[config.mk]
export PLATFORM = sky130hd
export DESIGN_NAME = ir_range_average_select_unit_flat
export DESIGN_NICKNAME = d
export VERILOG_FILES = /design/src/sv/ir_ras_pkg.sv /design/src/sv/ir_ras_in_if.sv /design/src/sv/ir_ras_out_if.sv /design/src/sv/ir_ras_div.sv /design/src/sv/ir_ras_ctrl.sv /design/src/sv/ir_ras_dp.sv /design/src/sv/ir_range_average_select_unit.sv /design/src/flat_wrapper.sv
export SDC_FILE = /design/constraint.sdc
export NUM_CORES = 2
export LEC_CHECK = 0
export ABC_AREA = 0
export BUFFER_PORTS_ARGS = -buffer_cell sky130_fd_sc_hd__buf_2
export CAP_MARGIN = 30
export CORE_MARGIN = 4
export CORE_UTILIZATION = 47
export DETAILED_ROUTE_END_ITERATION = 8
export GPL_TIMING_DRIVEN = 0
export HOLD_SLACK_MARGIN = 0.12
export PLACE_DENSITY = 0.73
export SETUP_SLACK_MARGIN = 0.5
export SLEW_MARGIN = 20
export SYNTH_ARGS = -nofsm -noshare
export SYNTH_HDL_FRONTEND = slang
export SYNTH_SLANG_ARGS = --single-unit
[constraint.sdc]
create_clock -name i_clk -period 23.3 [get_ports i_clk]
set_input_delay 4.66 -clock i_clk [delete_from_list [all_inputs] [get_ports i_clk]]
set_output_delay 4.66 -clock i_clk [all_outputs]
set_load 0.005 [all_outputs]
[src/sv/ir_ras_pkg.sv]
// ----------------------------------------------------------------------------
// IR range averaging package
// Shared widths, constants, controller states and command/status bundles.
// ----------------------------------------------------------------------------
`default_nettype none

package ir_ras_pkg;

    // ADC and configuration
    localparam int ADC_W      = 10;
    localparam int CFG_IDX_W  = 2;

    typedef logic [CFG_IDX_W-1:0] t_cfg_idx;
    localparam t_cfg_idx CFG_SHORT_NEAR = 2'd0;
    localparam t_cfg_idx CFG_SHORT_FAR  = 2'd1;
    localparam t_cfg_idx CFG_LONG_NEAR  = 2'd2;
    localparam t_cfg_idx CFG_LONG_FAR   = 2'd3;

    localparam logic [ADC_W-1:0] SHORT_NEAR_RST = 10'd724;
    localparam logic [ADC_W-1:0] SHORT_FAR_RST  = 10'd204;
    localparam logic [ADC_W-1:0] LONG_NEAR_RST  = 10'd940;
    localparam logic [ADC_W-1:0] LONG_FAR_RST   = 10'd630;

    // Divider geometry: 31-bit dividend, 17-bit divisor
    localparam int DIVD_W     = 31;
    localparam int DIVS_W     = 17;
    localparam int DIV_STEP_W = $clog2(DIVD_W + 1);

    // Linearisation law, Q8 centimetres
    localparam int DEN_W  = DIVS_W + 1;
    localparam logic [DIVS_W-1:0] ADC_SCALE = 17'd125;
    localparam logic signed [DEN_W-1:0] SHORT_OFS = 18'sd5120;
    localparam logic signed [DEN_W-1:0] LONG_OFS  = 18'sd65536;
    localparam logic [DIVD_W-1:0] SHORT_NUM_Q8 = 31'd655360000;
    localparam logic [DIVD_W-1:0] LONG_NUM_Q8  = 31'd1599078400;

    localparam int SQ_W = 16;   // short sample, Q8
    localparam int LQ_W = 17;   // long sample, Q8
    localparam logic [SQ_W-1:0] SHORT_NEAR_Q8 = 16'd7680;
    localparam logic [SQ_W-1:0] SHORT_FAR_Q8  = 16'd38400;
    localparam logic [LQ_W-1:0] LONG_NEAR_Q8  = 17'd0;
    localparam logic [LQ_W-1:0] LONG_FAR_Q8   = 17'd128000;

    localparam int SSUM_W = 21;
    localparam int LSUM_W = 23;

    // Batch average by rounded-up reciprocal, exact for sums below 2^23
    // and batch sizes up to 32
    localparam int AVG_SHIFT = 29;
    localparam int RCP_W     = AVG_SHIFT + 1;

    // Controller states
    typedef enum logic [2:0] {
        ST_IDLE,
        ST_LIN_GO,
        ST_LIN_WAIT,
        ST_ACC,
        ST_AVG,
        ST_LOAD
    } t_state;

    // Controller to datapath
    typedef struct packed {
        logic ready;
        logic cap;
        logic div_go;
        logic avg;
        logic acc;
        logic load;
    } t_cmd;

    // Datapath to controller
    typedef struct packed {
        logic div_busy;
        logic batch_full;
        logic out_free;
    } t_status;

endpackage

`default_nettype wire

[src/sv/ir_ras_in_if.sv]
// ----------------------------------------------------------------------------
// IR range sample channel
// Valid/ready channel carrying one reading from each sensor.
// ----------------------------------------------------------------------------
`default_nettype none

interface ir_ras_in_if;
    logic                          valid;
    logic                          ready;
    logic [ir_ras_pkg::ADC_W-1:0]  short_sample;
    logic [ir_ras_pkg::ADC_W-1:0]  long_sample;

    modport source (output valid, output short_sample, output long_sample, input ready);
    modport sink   (input valid, input short_sample, input long_sample, output ready);
endinterface

`default_nettype wire

[src/sv/ir_ras_out_if.sv]
// ----------------------------------------------------------------------------
// IR range result channel
// Valid/ready channel carrying the averaged and chosen distances.
// ----------------------------------------------------------------------------
`default_nettype none

interface ir_ras_out_if;
    logic       valid;
    logic       ready;
    logic [8:0] distance_cm;
    logic [7:0] short_avg_cm;
    logic [8:0] long_avg_cm;
    logic       used_long;

    modport source (output valid, output distance_cm, output short_avg_cm,
                    output long_avg_cm, output used_long, input ready);
    modport sink   (input valid, input distance_cm, input short_avg_cm,
                    input long_avg_cm, input used_long, output ready);
endinterface

`default_nettype wire

[src/sv/ir_ras_div.sv]
// ----------------------------------------------------------------------------
// IR range sequential divider
// Restoring unsigned divider, one quotient bit per cycle.
// ----------------------------------------------------------------------------
`default_nettype none

module ir_ras_div (
    input  wire logic                              i_clk,
    input  wire logic                              i_rst_n,
    input  wire logic                              i_start,
    input  wire logic [ir_ras_pkg::DIVD_W-1:0]     i_dividend,
    input  wire logic [ir_ras_pkg::DIVS_W-1:0]     i_divisor,
    output logic                                   o_busy,
    output logic [ir_ras_pkg::DIVD_W-1:0]          o_quotient
);

    logic [ir_ras_pkg::DIVD_W-1:0]     r_quo, n_quo;
    logic [ir_ras_pkg::DIVS_W-1:0]     r_rem, n_rem;
    logic [ir_ras_pkg::DIVS_W-1:0]     r_dvs;
    logic [ir_ras_pkg::DIV_STEP_W-1:0] r_cnt;

    logic [ir_ras_pkg::DIVS_W:0] w_part;
    logic [ir_ras_pkg::DIVS_W:0] w_diff;
    logic                        w_ge;

    // one restoring step: shift in next dividend bit, trial subtract
    always_comb begin
        w_part = {r_rem, r_quo[ir_ras_pkg::DIVD_W-1]};
        w_ge   = (w_part >= {1'b0, r_dvs});
        w_diff = w_part - {1'b0, r_dvs};
        n_rem  = w_ge ? w_diff[ir_ras_pkg::DIVS_W-1:0] : w_part[ir_ras_pkg::DIVS_W-1:0];
        n_quo  = {r_quo[ir_ras_pkg::DIVD_W-2:0], w_ge};
    end

    // step counter
    always_ff @(posedge i_clk) begin
        if (!i_rst_n) begin
            r_cnt <= '0;
        end else if (i_start) begin
            r_cnt <= ir_ras_pkg::DIV_STEP_W'(ir_ras_pkg::DIVD_W);
        end else if (r_cnt != '0) begin
            r_cnt <= r_cnt - 1'b1;
        end
    end

    // operand and partial result registers
    always_ff @(posedge i_clk) begin
        if (i_start) begin
            r_quo <= i_dividend;
            r_rem <= '0;
            r_dvs <= i_divisor;
        end else if (r_cnt != '0) begin
            r_quo <= n_quo;
            r_rem <= n_rem;
        end
    end

    assign o_busy     = (r_cnt != '0);
    assign o_quotient = r_quo;

endmodule

`default_nettype wire

[src/sv/ir_ras_ctrl.sv]
// ----------------------------------------------------------------------------
// IR range controller
// Sequences capture, linearisation, accumulation, averaging and result load.
// ----------------------------------------------------------------------------
`default_nettype none

module ir_ras_ctrl (
    input  wire logic                i_clk,
    input  wire logic                i_rst_n,
    input  wire logic                i_in_valid,
    input  wire ir_ras_pkg::t_status i_status,
    output ir_ras_pkg::t_cmd         o_cmd
);

    ir_ras_pkg::t_state r_state, n_state;

    always_ff @(posedge i_clk) begin
        if (!i_rst_n) begin
            r_state <= ir_ras_pkg::ST_IDLE;
        end else begin
            r_state <= n_state;
        end
    end

    // next state
    always_comb begin
        n_state = r_state;
        unique case (r_state)
            ir_ras_pkg::ST_IDLE: begin
                if (i_in_valid) n_state = ir_ras_pkg::ST_LIN_GO;
            end
            ir_ras_pkg::ST_LIN_GO:   n_state = ir_ras_pkg::ST_LIN_WAIT;
            ir_ras_pkg::ST_LIN_WAIT: begin
                if (!i_status.div_busy) n_state = ir_ras_pkg::ST_ACC;
            end
            ir_ras_pkg::ST_ACC: begin
                n_state = i_status.batch_full ? ir_ras_pkg::ST_AVG : ir_ras_pkg::ST_IDLE;
            end
            ir_ras_pkg::ST_AVG:      n_state = ir_ras_pkg::ST_LOAD;
            ir_ras_pkg::ST_LOAD: begin
                if (i_status.out_free) n_state = ir_ras_pkg::ST_IDLE;
            end
            default: n_state = ir_ras_pkg::ST_IDLE;
        endcase
    end

    // commands
    always_comb begin
        o_cmd = '0;
        unique case (r_state)
            ir_ras_pkg::ST_IDLE: begin
                o_cmd.ready = 1'b1;
                o_cmd.cap   = i_in_valid;
            end
            ir_ras_pkg::ST_LIN_GO:   o_cmd.div_go = 1'b1;
            ir_ras_pkg::ST_LIN_WAIT: o_cmd = '0;
            ir_ras_pkg::ST_ACC:      o_cmd.acc = 1'b1;
            ir_ras_pkg::ST_AVG:      o_cmd.avg = 1'b1;
            ir_ras_pkg::ST_LOAD:     o_cmd.load = i_status.out_free;
            default:                 o_cmd = '0;
        endcase
    end

    // a result is never loaded over one still waiting
    a_load_free: assert property (@(posedge i_clk) disable iff (!i_rst_n)
        o_cmd.load |-> i_status.out_free)
        else $error("result loaded while output register occupied");

    // the divider is only started when idle
    a_go_idle: assert property (@(posedge i_clk) disable iff (!i_rst_n)
        o_cmd.div_go |-> !i_status.div_busy)
        else $error("divider restarted while busy");

    // a captured transaction always starts a linearisation
    a_cap_go: assert property (@(posedge i_clk) disable iff (!i_rst_n)
        o_cmd.cap |=> o_cmd.div_go && !o_cmd.avg)
        else $error("capture not followed by linearisation start");

endmodule

`default_nettype wire

[src/sv/ir_ras_dp.sv]
// ----------------------------------------------------------------------------
// IR range datapath
// Limit registers, sample capture, two dividers, sums and output register.
// ----------------------------------------------------------------------------
`default_nettype none

module ir_ras_dp #(
    parameter int SAMPLES_PER_RESULT = 10
) (
    input  wire logic                                i_clk,
    input  wire logic                                i_rst_n,
    input  wire ir_ras_pkg::t_cmd                    i_cmd,
    output ir_ras_pkg::t_status                      o_status,
    input  wire logic                                i_cfg_we,
    input  wire ir_ras_pkg::t_cfg_idx                i_cfg_idx,
    input  wire logic [ir_ras_pkg::ADC_W-1:0]        i_cfg_data,
    input  wire logic [ir_ras_pkg::ADC_W-1:0]        i_short_sample,
    input  wire logic [ir_ras_pkg::ADC_W-1:0]        i_long_sample,
    input  wire logic                                i_out_ready,
    output logic                                     o_out_valid,
    output logic [8:0]                               o_distance_cm,
    output logic [7:0]                               o_short_avg_cm,
    output logic [8:0]                               o_long_avg_cm,
    output logic                                     o_used_long
);

    localparam int CNT_W  = $clog2(SAMPLES_PER_RESULT + 1);
    localparam int SPRD_W = ir_ras_pkg::SSUM_W + ir_ras_pkg::RCP_W;
    localparam int LPRD_W = ir_ras_pkg::LSUM_W + ir_ras_pkg::RCP_W;

    // reciprocal of the batch size, rounded up
    localparam longint RCP_NUM = (longint'(1) << ir_ras_pkg::AVG_SHIFT)
                                 + longint'(SAMPLES_PER_RESULT) - 1;
    localparam logic [ir_ras_pkg::RCP_W-1:0] AVG_RCP =
        ir_ras_pkg::RCP_W'(RCP_NUM / longint'(SAMPLES_PER_RESULT));

    logic [ir_ras_pkg::ADC_W-1:0] r_short_near, r_short_far, r_long_near, r_long_far;
    logic [ir_ras_pkg::ADC_W-1:0] r_xs, r_xl;
    logic [ir_ras_pkg::SSUM_W-1:0] r_short_sum;
    logic [ir_ras_pkg::LSUM_W-1:0] r_long_sum;
    logic [CNT_W-1:0]              r_count;
    logic [ir_ras_pkg::SQ_W-1:0]   r_savg;
    logic [ir_ras_pkg::LQ_W-1:0]   r_lavg;
    logic                          r_out_valid;
    logic [8:0]                    r_dist, r_lcm;
    logic [7:0]                    r_scm;
    logic                          r_used;

    logic [ir_ras_pkg::DIVS_W-1:0]       w_sprod, w_lprod;
    logic signed [ir_ras_pkg::DEN_W-1:0] w_sden, w_lden;
    logic [ir_ras_pkg::DIVD_W-1:0]       w_squo, w_lquo;
    logic                                w_sbusy, w_lbusy;
    logic [ir_ras_pkg::SQ_W-1:0]         w_sq8;
    logic [ir_ras_pkg::LQ_W-1:0]         w_lq8;
    logic [SPRD_W-1:0]                   w_sprd;
    logic [LPRD_W-1:0]                   w_lprd;
    logic                                w_out_free, w_used;

    // configuration registers
    always_ff @(posedge i_clk) begin
        if (!i_rst_n) begin
            r_short_near <= ir_ras_pkg::SHORT_NEAR_RST;
            r_short_far  <= ir_ras_pkg::SHORT_FAR_RST;
            r_long_near  <= ir_ras_pkg::LONG_NEAR_RST;
            r_long_far   <= ir_ras_pkg::LONG_FAR_RST;
        end else if (i_cfg_we) begin
            unique case (i_cfg_idx)
                ir_ras_pkg::CFG_SHORT_NEAR: r_short_near <= i_cfg_data;
                ir_ras_pkg::CFG_SHORT_FAR:  r_short_far  <= i_cfg_data;
                ir_ras_pkg::CFG_LONG_NEAR:  r_long_near  <= i_cfg_data;
                ir_ras_pkg::CFG_LONG_FAR:   r_long_far   <= i_cfg_data;
                default: ;
            endcase
        end
    end

    // sample capture
    always_ff @(posedge i_clk) begin
        if (i_cmd.cap) begin
            r_xs <= i_short_sample;
            r_xl <= i_long_sample;
        end
    end

    // denominators 125x - offset
    always_comb begin
        w_sprod = ir_ras_pkg::DIVS_W'(r_xs) * ir_ras_pkg::ADC_SCALE;
        w_lprod = ir_ras_pkg::DIVS_W'(r_xl) * ir_ras_pkg::ADC_SCALE;
        w_sden  = $signed({1'b0, w_sprod}) - ir_ras_pkg::SHORT_OFS;
        w_lden  = $signed({1'b0, w_lprod}) - ir_ras_pkg::LONG_OFS;
    end

    ir_ras_div u_short_div (
        .i_clk      (i_clk),
        .i_rst_n    (i_rst_n),
        .i_start    (i_cmd.div_go),
        .i_dividend (ir_ras_pkg::SHORT_NUM_Q8),
        .i_divisor  (w_sden[ir_ras_pkg::DIVS_W-1:0]),
        .o_busy     (w_sbusy),
        .o_quotient (w_squo)
    );

    ir_ras_div u_long_div (
        .i_clk      (i_clk),
        .i_rst_n    (i_rst_n),
        .i_start    (i_cmd.div_go),
        .i_dividend (ir_ras_pkg::LONG_NUM_Q8),
        .i_divisor  (w_lden[ir_ras_pkg::DIVS_W-1:0]),
        .o_busy     (w_lbusy),
        .o_quotient (w_lquo)
    );

    // clamp selection: near limit first, then far limit, bad denominator, saturation
    always_comb begin
        if (r_xs >= r_short_near) begin
            w_sq8 = ir_ras_pkg::SHORT_NEAR_Q8;
        end else if (r_xs <= r_short_far || w_sden <= 0 ||
                     w_squo > ir_ras_pkg::DIVD_W'(ir_ras_pkg::SHORT_FAR_Q8)) begin
            w_sq8 = ir_ras_pkg::SHORT_FAR_Q8;
        end else begin
            w_sq8 = w_squo[ir_ras_pkg::SQ_W-1:0];
        end

        if (r_xl >= r_long_near) begin
            w_lq8 = ir_ras_pkg::LONG_NEAR_Q8;
        end else if (r_xl <= r_long_far || w_lden <= 0 ||
                     w_lquo > ir_ras_pkg::DIVD_W'(ir_ras_pkg::LONG_FAR_Q8)) begin
            w_lq8 = ir_ras_pkg::LONG_FAR_Q8;
        end else begin
            w_lq8 = w_lquo[ir_ras_pkg::LQ_W-1:0];
        end
    end

    // batch sums and sample count
    always_ff @(posedge i_clk) begin
        if (!i_rst_n || i_cmd.load) begin
            r_short_sum <= '0;
            r_long_sum  <= '0;
            r_count     <= '0;
        end else if (i_cmd.acc) begin
            r_short_sum <= r_short_sum + ir_ras_pkg::SSUM_W'(w_sq8);
            r_long_sum  <= r_long_sum + ir_ras_pkg::LSUM_W'(w_lq8);
            r_count     <= r_count + 1'b1;
        end
    end

    // batch averages: sum times reciprocal, scaled back down
    always_comb begin
        w_sprd = SPRD_W'(r_short_sum) * SPRD_W'(AVG_RCP);
        w_lprd = LPRD_W'(r_long_sum) * LPRD_W'(AVG_RCP);
    end

    // every sample is at most the far distance, so the averages fit a sample
    always_ff @(posedge i_clk) begin
        if (i_cmd.avg) begin
            r_savg <= w_sprd[ir_ras_pkg::AVG_SHIFT +: ir_ras_pkg::SQ_W];
            r_lavg <= w_lprd[ir_ras_pkg::AVG_SHIFT +: ir_ras_pkg::LQ_W];
        end
    end

    // choice: long average when short average sits exactly at far distance
    assign w_used = (r_savg == ir_ras_pkg::SHORT_FAR_Q8);

    // output register
    assign w_out_free = !r_out_valid || i_out_ready;

    always_ff @(posedge i_clk) begin
        if (!i_rst_n) begin
            r_out_valid <= 1'b0;
        end else if (i_cmd.load) begin
            r_out_valid <= 1'b1;
        end else if (i_out_ready) begin
            r_out_valid <= 1'b0;
        end
    end

    always_ff @(posedge i_clk) begin
        if (i_cmd.load) begin
            r_scm  <= r_savg[15:8];
            r_lcm  <= r_lavg[16:8];
            r_used <= w_used;
            r_dist <= w_used ? r_lavg[16:8] : {1'b0, r_savg[15:8]};
        end
    end

    assign o_status.div_busy   = w_sbusy | w_lbusy;
    assign o_status.batch_full = (r_count == CNT_W'(SAMPLES_PER_RESULT - 1));
    assign o_status.out_free   = w_out_free;

    assign o_out_valid    = r_out_valid;
    assign o_distance_cm  = r_dist;
    assign o_short_avg_cm = r_scm;
    assign o_long_avg_cm  = r_lcm;
    assign o_used_long    = r_used;

endmodule

`default_nettype wire

[src/sv/ir_range_average_select_unit.sv]
// ----------------------------------------------------------------------------
// IR range average and select unit
// Linearises two IR range readings, averages batches and picks a distance.
// ----------------------------------------------------------------------------
// Samples: a new transaction is taken only in idle, after two 31-step
//   restoring dividers running side by side for the reciprocal law finish.
// Batch end: the closing sample then passes an averaging state, which scales
//   the sums by the batch reciprocal, and a load that waits for a free output.
// Reset (synchronous, active low): limits return to defaults, sums and
//   count clear, no result pending.
`default_nettype none

module ir_range_average_select_unit #(
    parameter int SAMPLES_PER_RESULT = 10
) (
    input  wire logic                           i_clk,
    input  wire logic                           i_rst_n,
    ir_ras_in_if.sink                           i_smp,
    ir_ras_out_if.source                        o_res,
    input  wire logic                           i_cfg_we,
    input  wire logic [ir_ras_pkg::CFG_IDX_W-1:0] i_cfg_idx,
    input  wire logic [ir_ras_pkg::ADC_W-1:0]   i_cfg_data
);

    ir_ras_pkg::t_cmd    w_cmd;
    ir_ras_pkg::t_status w_status;

    ir_ras_ctrl u_ctrl (
        .i_clk      (i_clk),
        .i_rst_n    (i_rst_n),
        .i_in_valid (i_smp.valid),
        .i_status   (w_status),
        .o_cmd      (w_cmd)
    );

    ir_ras_dp #(
        .SAMPLES_PER_RESULT (SAMPLES_PER_RESULT)
    ) u_dp (
        .i_clk          (i_clk),
        .i_rst_n        (i_rst_n),
        .i_cmd          (w_cmd),
        .o_status       (w_status),
        .i_cfg_we       (i_cfg_we),
        .i_cfg_idx      (i_cfg_idx),
        .i_cfg_data     (i_cfg_data),
        .i_short_sample (i_smp.short_sample),
        .i_long_sample  (i_smp.long_sample),
        .i_out_ready    (o_res.ready),
        .o_out_valid    (o_res.valid),
        .o_distance_cm  (o_res.distance_cm),
        .o_short_avg_cm (o_res.short_avg_cm),
        .o_long_avg_cm  (o_res.long_avg_cm),
        .o_used_long    (o_res.used_long)
    );

    assign i_smp.ready = w_cmd.ready;

endmodule

`default_nettype wire
[src/flat_wrapper.sv]
// flat-port wrapper written by rule: the top's interface ports become plain ports
module ir_range_average_select_unit_flat 
#(
    parameter int SAMPLES_PER_RESULT = 10
)
  (i_clk, i_rst_n, i_cfg_we, i_cfg_idx, i_cfg_data, i_smp_valid, i_smp_short_sample, i_smp_long_sample, i_smp_ready, o_res_valid, o_res_distance_cm, o_res_short_avg_cm, o_res_long_avg_cm, o_res_used_long, o_res_ready);
  ir_ras_in_if i_smp_i ();
  ir_ras_out_if o_res_i ();
  input  wire logic i_clk;
  input  wire logic i_rst_n;
  input  wire logic i_cfg_we;
  input  wire logic [ir_ras_pkg::CFG_IDX_W-1:0] i_cfg_idx;
  input  wire logic [ir_ras_pkg::ADC_W-1:0] i_cfg_data;
  input wire logic [$bits(i_smp_i.valid)-1:0] i_smp_valid;
  input wire logic [$bits(i_smp_i.short_sample)-1:0] i_smp_short_sample;
  input wire logic [$bits(i_smp_i.long_sample)-1:0] i_smp_long_sample;
  output wire logic [$bits(i_smp_i.ready)-1:0] i_smp_ready;
  output wire logic [$bits(o_res_i.valid)-1:0] o_res_valid;
  output wire logic [$bits(o_res_i.distance_cm)-1:0] o_res_distance_cm;
  output wire logic [$bits(o_res_i.short_avg_cm)-1:0] o_res_short_avg_cm;
  output wire logic [$bits(o_res_i.long_avg_cm)-1:0] o_res_long_avg_cm;
  output wire logic [$bits(o_res_i.used_long)-1:0] o_res_used_long;
  input wire logic [$bits(o_res_i.ready)-1:0] o_res_ready;
  assign i_smp_i.valid = i_smp_valid;
  assign i_smp_i.short_sample = i_smp_short_sample;
  assign i_smp_i.long_sample = i_smp_long_sample;
  assign i_smp_ready = i_smp_i.ready;
  assign o_res_valid = o_res_i.valid;
  assign o_res_distance_cm = o_res_i.distance_cm;
  assign o_res_short_avg_cm = o_res_i.short_avg_cm;
  assign o_res_long_avg_cm = o_res_i.long_avg_cm;
  assign o_res_used_long = o_res_i.used_long;
  assign o_res_i.ready = o_res_ready;
  ir_range_average_select_unit #(.SAMPLES_PER_RESULT(SAMPLES_PER_RESULT)) u_core (.i_clk(i_clk), .i_rst_n(i_rst_n), .i_smp(i_smp_i), .o_res(o_res_i), .i_cfg_we(i_cfg_we), .i_cfg_idx(i_cfg_idx), .i_cfg_data(i_cfg_data));
endmodule
# Word-level counts from Yosys, hierarchy flattened

Cells that the tools add are included.

$lt $le $gt $ge: 10
Multiplexer cells: 23
Reductions and logical operators: 20
Eq/ne operators: 13
$add $sub $neg: 9
Bitwise logic cells: 1
Multipliers: 4

Operators by type and width:

| cell                   | number |
|---|---|
| $mux 17                | 4 |
| $mul 23x24->44 const B | 1 |
| $mul 21x24->43 const B | 1 |
| $ge 18x17->1           | 2 |
| $le 18x1->1 const B    | 2 |
| $mul 10x7->17 const B  | 2 |
| $sub 17x17->17         | 2 |
| $mux 16                | 2 |
| $gt 31x16->1 const B   | 1 |
| $gt 31x17->1 const B   | 1 |
| $add 23x17->23         | 1 |
| $add 21x16->21         | 1 |
| $ge 10x10->1           | 2 |
| $le 10x10->1           | 2 |
| $mux 5                 | 4 |
| $pmux 3 s6             | 1 |
| $sub 17x13->18 const B | 1 |
| $sub 17x17->18 const B | 1 |
| $eq 16x16->1 const B   | 1 |
| $mux 3                 | 4 |
| $reduce_bool 5->1      | 2 |
| $sub 5x1->5 const B    | 2 |
| $mux 8                 | 1 |
| $reduce_and 2->1       | 4 |
| 17 further kinds       | 35 |

Word-level logic and storage cells: 106
Bits of input ports: 37
Register bits after elaboration: 312
Output and inout port bits: 29

# Depth between registers and ports, before layout

Depth after elaboration: 8
Gate-level depth with buffers: 32
Gate-level depth less buffers: 31

# Cells and area by module

A second synthesis with hierarchy kept.

Cells, all modules: 3,216
Area, all modules: 32,875.3 um^2

Modules (own cells, without submodules):

| module      | instances | seq. area each (um^2) | cells each | area each (um^2) |
|---|---|---|---|---|
| ir_ras_dp   | 1         | 3,943.8               | 2,507      | 24,930.2 |
| ir_ras_div  | 2         | 1,881.8               | 343        | 3,861.2 |
| ir_ras_ctrl | 1         | 60.1                  | 23         | 222.7 |

# Least setup slack after synthesis

No wires, ideal clock.

Path type: flip-flop to flip-flop
Start point: register u_core.u_dp.r_xs[3] (netlist bit)
End point: register u_core.u_dp.r_short_sum[20] (netlist bit)
Stages on the path, launching flop included: 33
Data required time: 23,184 ps
Period minus slack after synthesis: 7,863 ps
Path buffers: 1
Setup slack: 15,437 ps
Setup time: 116 ps
Data arrival time: 7,747 ps
Path through: edfxtp_1 -> inv_1 -> fa_1 -> inv_1 -> fa_1 -> inv_1 -> fa_1 -> fa_1 -> inv_1 -> ha_1 -> inv_1 -> o21bai_1 -> a21oi_1 -> o21ai_0 -> or4b_2 -> nand4b_1 -> nor4_4 -> nor4b_4 -> buf_6 -> and2_4 -> ha_1 -> inv_1 -> fa_1 -> nor2b_1 -> o21ai_0 -> a21boi_0 -> o221ai_1 -> o21ai_0 -> a31oi_1 -> a211o_1 -> o21ai_0 -> a31oi_1 -> a41o_1

Word-level cells in the longest chain between the ends: 8
Elaborated cells between the ends (all ways): 10
Classes of those cells: 2 x add/sub; 1 x mul; 3 x order compare; 2 x mux; 2 x reduce/logical

RTL lines:

| what                                            | line             | text |
|---|---|---|
| start: declaration                              | ir_ras_dp.sv:38  | `logic [ir_ras_pkg::ADC_W-1:0] r_xs, r_xl;` |
| start signal: assignment                        | ir_ras_dp.sv:80  | `r_xs <= i_short_sample;` |
| $mul 10x7->17                                   | ir_ras_dp.sv:87  | `w_sprod = ir_ras_pkg::DIVS_W'(r_xs) * ir_ras_pkg::ADC_SCALE;` |
| $sub 17x13->18                                  | ir_ras_dp.sv:89  | `w_sden = $signed({1'b0, w_sprod}) - ir_ras_pkg::SHORT_OFS;` |
| net u_core.u_dp.u_short_div.i_divisor (one bit) | ir_ras_div.sv:12 | `input wire logic [ir_ras_pkg::DIVS_W-1:0] i_divisor,` |
| $le 18x1->1                                     | ir_ras_dp.sv:117 | `end else if (r_xs <= r_short_far \|\| w_sden <= 0 \|\|` |
| $logic_or 1x1->1 (2 in series)                  | ir_ras_dp.sv:117 |  |
| $mux 16                                         | ir_ras_dp.sv:117 |  |
| $mux 16                                         | ir_ras_dp.sv:115 | `if (r_xs >= r_short_near) begin` |
| $add 21x16->21                                  | ir_ras_dp.sv:141 | `r_short_sum <= r_short_sum + ir_ras_pkg::SSUM_W'(w_sq8);` |
| end signal: assignment                          | ir_ras_dp.sv:141 |  |
| end: declaration                                | ir_ras_dp.sv:39  | `logic [ir_ras_pkg::SSUM_W-1:0] r_short_sum;` |

The timed path passes the listed nets, and every way through them passes these cells.
A chain may end at the register's enable or synchronous reset.

# Worst setup path in the final report

Ends and elaborated chain as after synthesis.

==> metrics.cfg <==
[layout]
nets = 4387
final_cell_mix = 648 x inv_1, 572 x ha_1, 332 x fa_1
layout.cells.most_common = inv_1
area_delta_synth_final_pct = 8.42
diodes = 0
drive_gt1_share_pct = 5.01
fill_cells = 6066
stdcell_count = 4346
postLayoutCoreUtil_pct = 51.4

[global_routing]
grt_start_max_net_pins = 27
overflow = 0
grt_usage_pct = 19.5
grt_antenna_before_repair = 0
grt_pass1_wl_um = 116000
grt_pass1_vias = 23000

[sta]
hold_violations = 0
maxSlewHeadroom_pct = 28.6
rsz0062_at_grt = false
setup_ws_ps = 14360
setup_viol = 0
timing.setup.tns_ps = 0
max_freq_mhz = 112
worst_pin_slew_ps = 1060
period_needed_ps = 8940
post-route-period-util_pct = 38.4
finalMaxSlewViolations = 0
fin_skew_ps = 29.5

[logic_synthesis]
ys_types = 82
synth_area_leaders = ha_1 22%, fa_1 21%, dfxtp_1 12%
syn_nets = 4279
async_reset_ff_share_pct = 0
yosysSeqAreaShare_pct = 22.4
synth_top_area_share_pct = 22.4
synth-seq-cells = 304
syn-cell-area_um2 = 31900
yosysWarnings = 0
avgSynthCellArea_um2 = 9.56
synth_top_cell_by_area = ha_1
synth_edf_count = 106
ys.flop_type = dfxtp_1
postSynthCellCount = 3338

[floorplan]
fp.dieH_um = 269
die_area_um2 = 72100
dieWidth_um = 269
initial_core_util_pct = 47.4
ios = 66
core_area_um2 = 67300
rows = 95

[routing]
drt_iter0_drc = 1165
via_per_inst = 5.25
wirelength_um = 68600
vias = 22800
drc = 0
firstDrtPassIters = 5
wire_per_inst_um = 15.8
ant_nets = 0

[hold_path]
hold_path_class = reg -> reg

[place]
pre_cts_ws_ps = 14430
portBuffers = 65
gp_congestion = 0.947
dp_cells = 4280
dpl.hpwl_um = 56500

[clocking]
root_buffer = clkbuf_16
cts_resized = 0
clk_pin_slew_ps = 50
clock-sinks = 304
cts_tree = done
clk_path_buf_depth = 3
postCtsHoldBufs = 0
htreeDepth = 2
post_cts_buffers = 0
clock_latency_ps = 560
cts_made_buffers = 37

[critical_path]
critical_path_class = reg -> reg
startpoint_type = flip-flop
critPathMaxFanout = 10
critPathRequiredTime_ps = 23730
cp.arrival_ps = 9370
slowest_stage = or4b_2
path_common_cell = inv_1
max_stage_delay_ps = 650
cp-end-kind = flip-flop

[pwr]
p_switching_mw = 1.16
clock_power_share_pct = 20.2
p_sw_share_pct = 41.5
p_seq_share_pct = 28.7
power.internal_mw = 1.63
leakagePower_nw = 18.1
ir_drop_mv = 0.0770
p_comb_share_pct = 51.1
power_density_nw_per_um2 = 80.4

[run]
drv_cap = 0

[run_status]
outcome = finished clean

==> final cells by class <==
class                           instances  area [µm²]  area share, %
Buffer                                 70         279          0.806
Clock buffer                           52        1050           3.05
Clock inverter                         14         128          0.369
Inverter                              648        2430           7.03
Multi-Input combinational cell       2316       22100           63.8
Sequential cell                       304        7150           20.7
Tap cell                              873        1090           3.16
Timing Repair Buffer                   69         395           1.14
==> kinds of logic (layout without fill, tap and decap cells) <==
kind of cell             Yosys count  after routing  share of synthesized area [%]
AO/OA/AOI/OAI                    624            624                           12.5
flip-flops                       304            304                           22.4
multiplexers                      15             15                          0.486
XOR/XNOR                         108            108                           2.96
buffers and inverters            718            853                           8.49
adder cells (fa/ha/maj)          904            904                           43.3
AND/OR/NAND/NOR                  665            665                           9.93
==> registers in the layout (all words and copies together), names as in the netlist, 16 cells and up <==
| signal | count |
|---|---|
| u_core.u_dp.u_short_div.r_rem | 17 |
| u_core.u_dp.u_short_div.r_dvs | 17 |
| u_core.u_dp.u_long_div.o_quotient | 31 |
| u_core.u_dp.u_long_div.r_dvs | 17 |
| u_core.u_dp.r_long_sum | 23 |
| u_core.u_dp.r_short_sum | 21 |
| u_core.u_dp.u_short_div.o_quotient | 31 |
| u_core.u_dp.u_long_div.r_rem | 17 |
| u_core.u_dp.r_savg | 16 |
==> Yosys cell counts (7+ instances only) <==
cell type,n
or3_1,10
nor3_1,35
xor2_1,34
a21oi_1,237
nand4_1,25
o2111a_1,12
edfxtp_1,106
nor2b_1,23
nand3_1,45
o2111ai_1,7
mux2i_1,11
o21ai_0,105
nand2b_1,19
and2_1,11
o31a_1,10
o211ai_1,34
a31oi_1,10
and2_4,9
fa_1,332
or4_1,7
ha_1,572
nor2_1,101
a211o_1,7
xnor2_1,74
clkbuf_1,62
o21bai_1,15
nor4_1,16
o21a_1,14
inv_1,648
a211oi_1,18
a21o_1,64
dfxtp_1,198
or2_2,14
a21boi_0,36
nand2_1,311
==> final timing paths <==
path | slack, ps | cells after the start | endpoint | start
hold reg to reg | 450 | 0 | u_core.u_dp.o_long_avg_cm[5] | u_core.u_dp.r_lavg[13]
setup / recovery | 14360 | 32 | u_core.u_dp.r_short_sum[20] | u_core.u_dp.r_xs[3]
hold / removal | 450 | 0 | u_core.u_dp.o_long_avg_cm[5] | u_core.u_dp.r_lavg[13]
setup reg to reg | 14360 | 32 | u_core.u_dp.r_short_sum[20] | u_core.u_dp.r_xs[3]
==> critical path, delay by kind of cell (launching register included) <==
family	cells	cell delay, ps
buf+inv	7	650
flops	1	620
fa+ha+maj	7	2990
compound gates	12	2880
simple gates	6	1660
==> per-stage QoR <==
step,total power [mW],hold slack [ps],cell area (µm²)
finish,2.78,455,34600
global route,3.05,466,34600
CTS,2.80,454,34600
detailed placement,2.22,431,33400
global placement,2.18,429,33300
floorplan,1.92,417,31900
==> power groups by stage <==
stage / Sequential, mW / Clock (mW) / Combinational, mW
3_3_place_gp: 0.803 / 0 / 1.38
6_report: 0.798 / 0.562 / 1.42
4_1_cts: 0.796 / 0.576 / 1.43
2_1_floorplan: 0.775 / 0 / 1.14
5_1_grt: 0.813 / 0.598 / 1.64
3_5_place_dp: 0.806 / 0 / 1.42
==> metal layers <==
metal,GRT usage (%),wire length (µm),vias to the layer above
met5,0,0,-
met3,3.29,3450,81
li1,-,-,11400
met2,32.5,32400,417
met1,27.1,31600,11000
met4,4.10,1200,0
No activity file was read; power rests on OpenSTA's default activity.
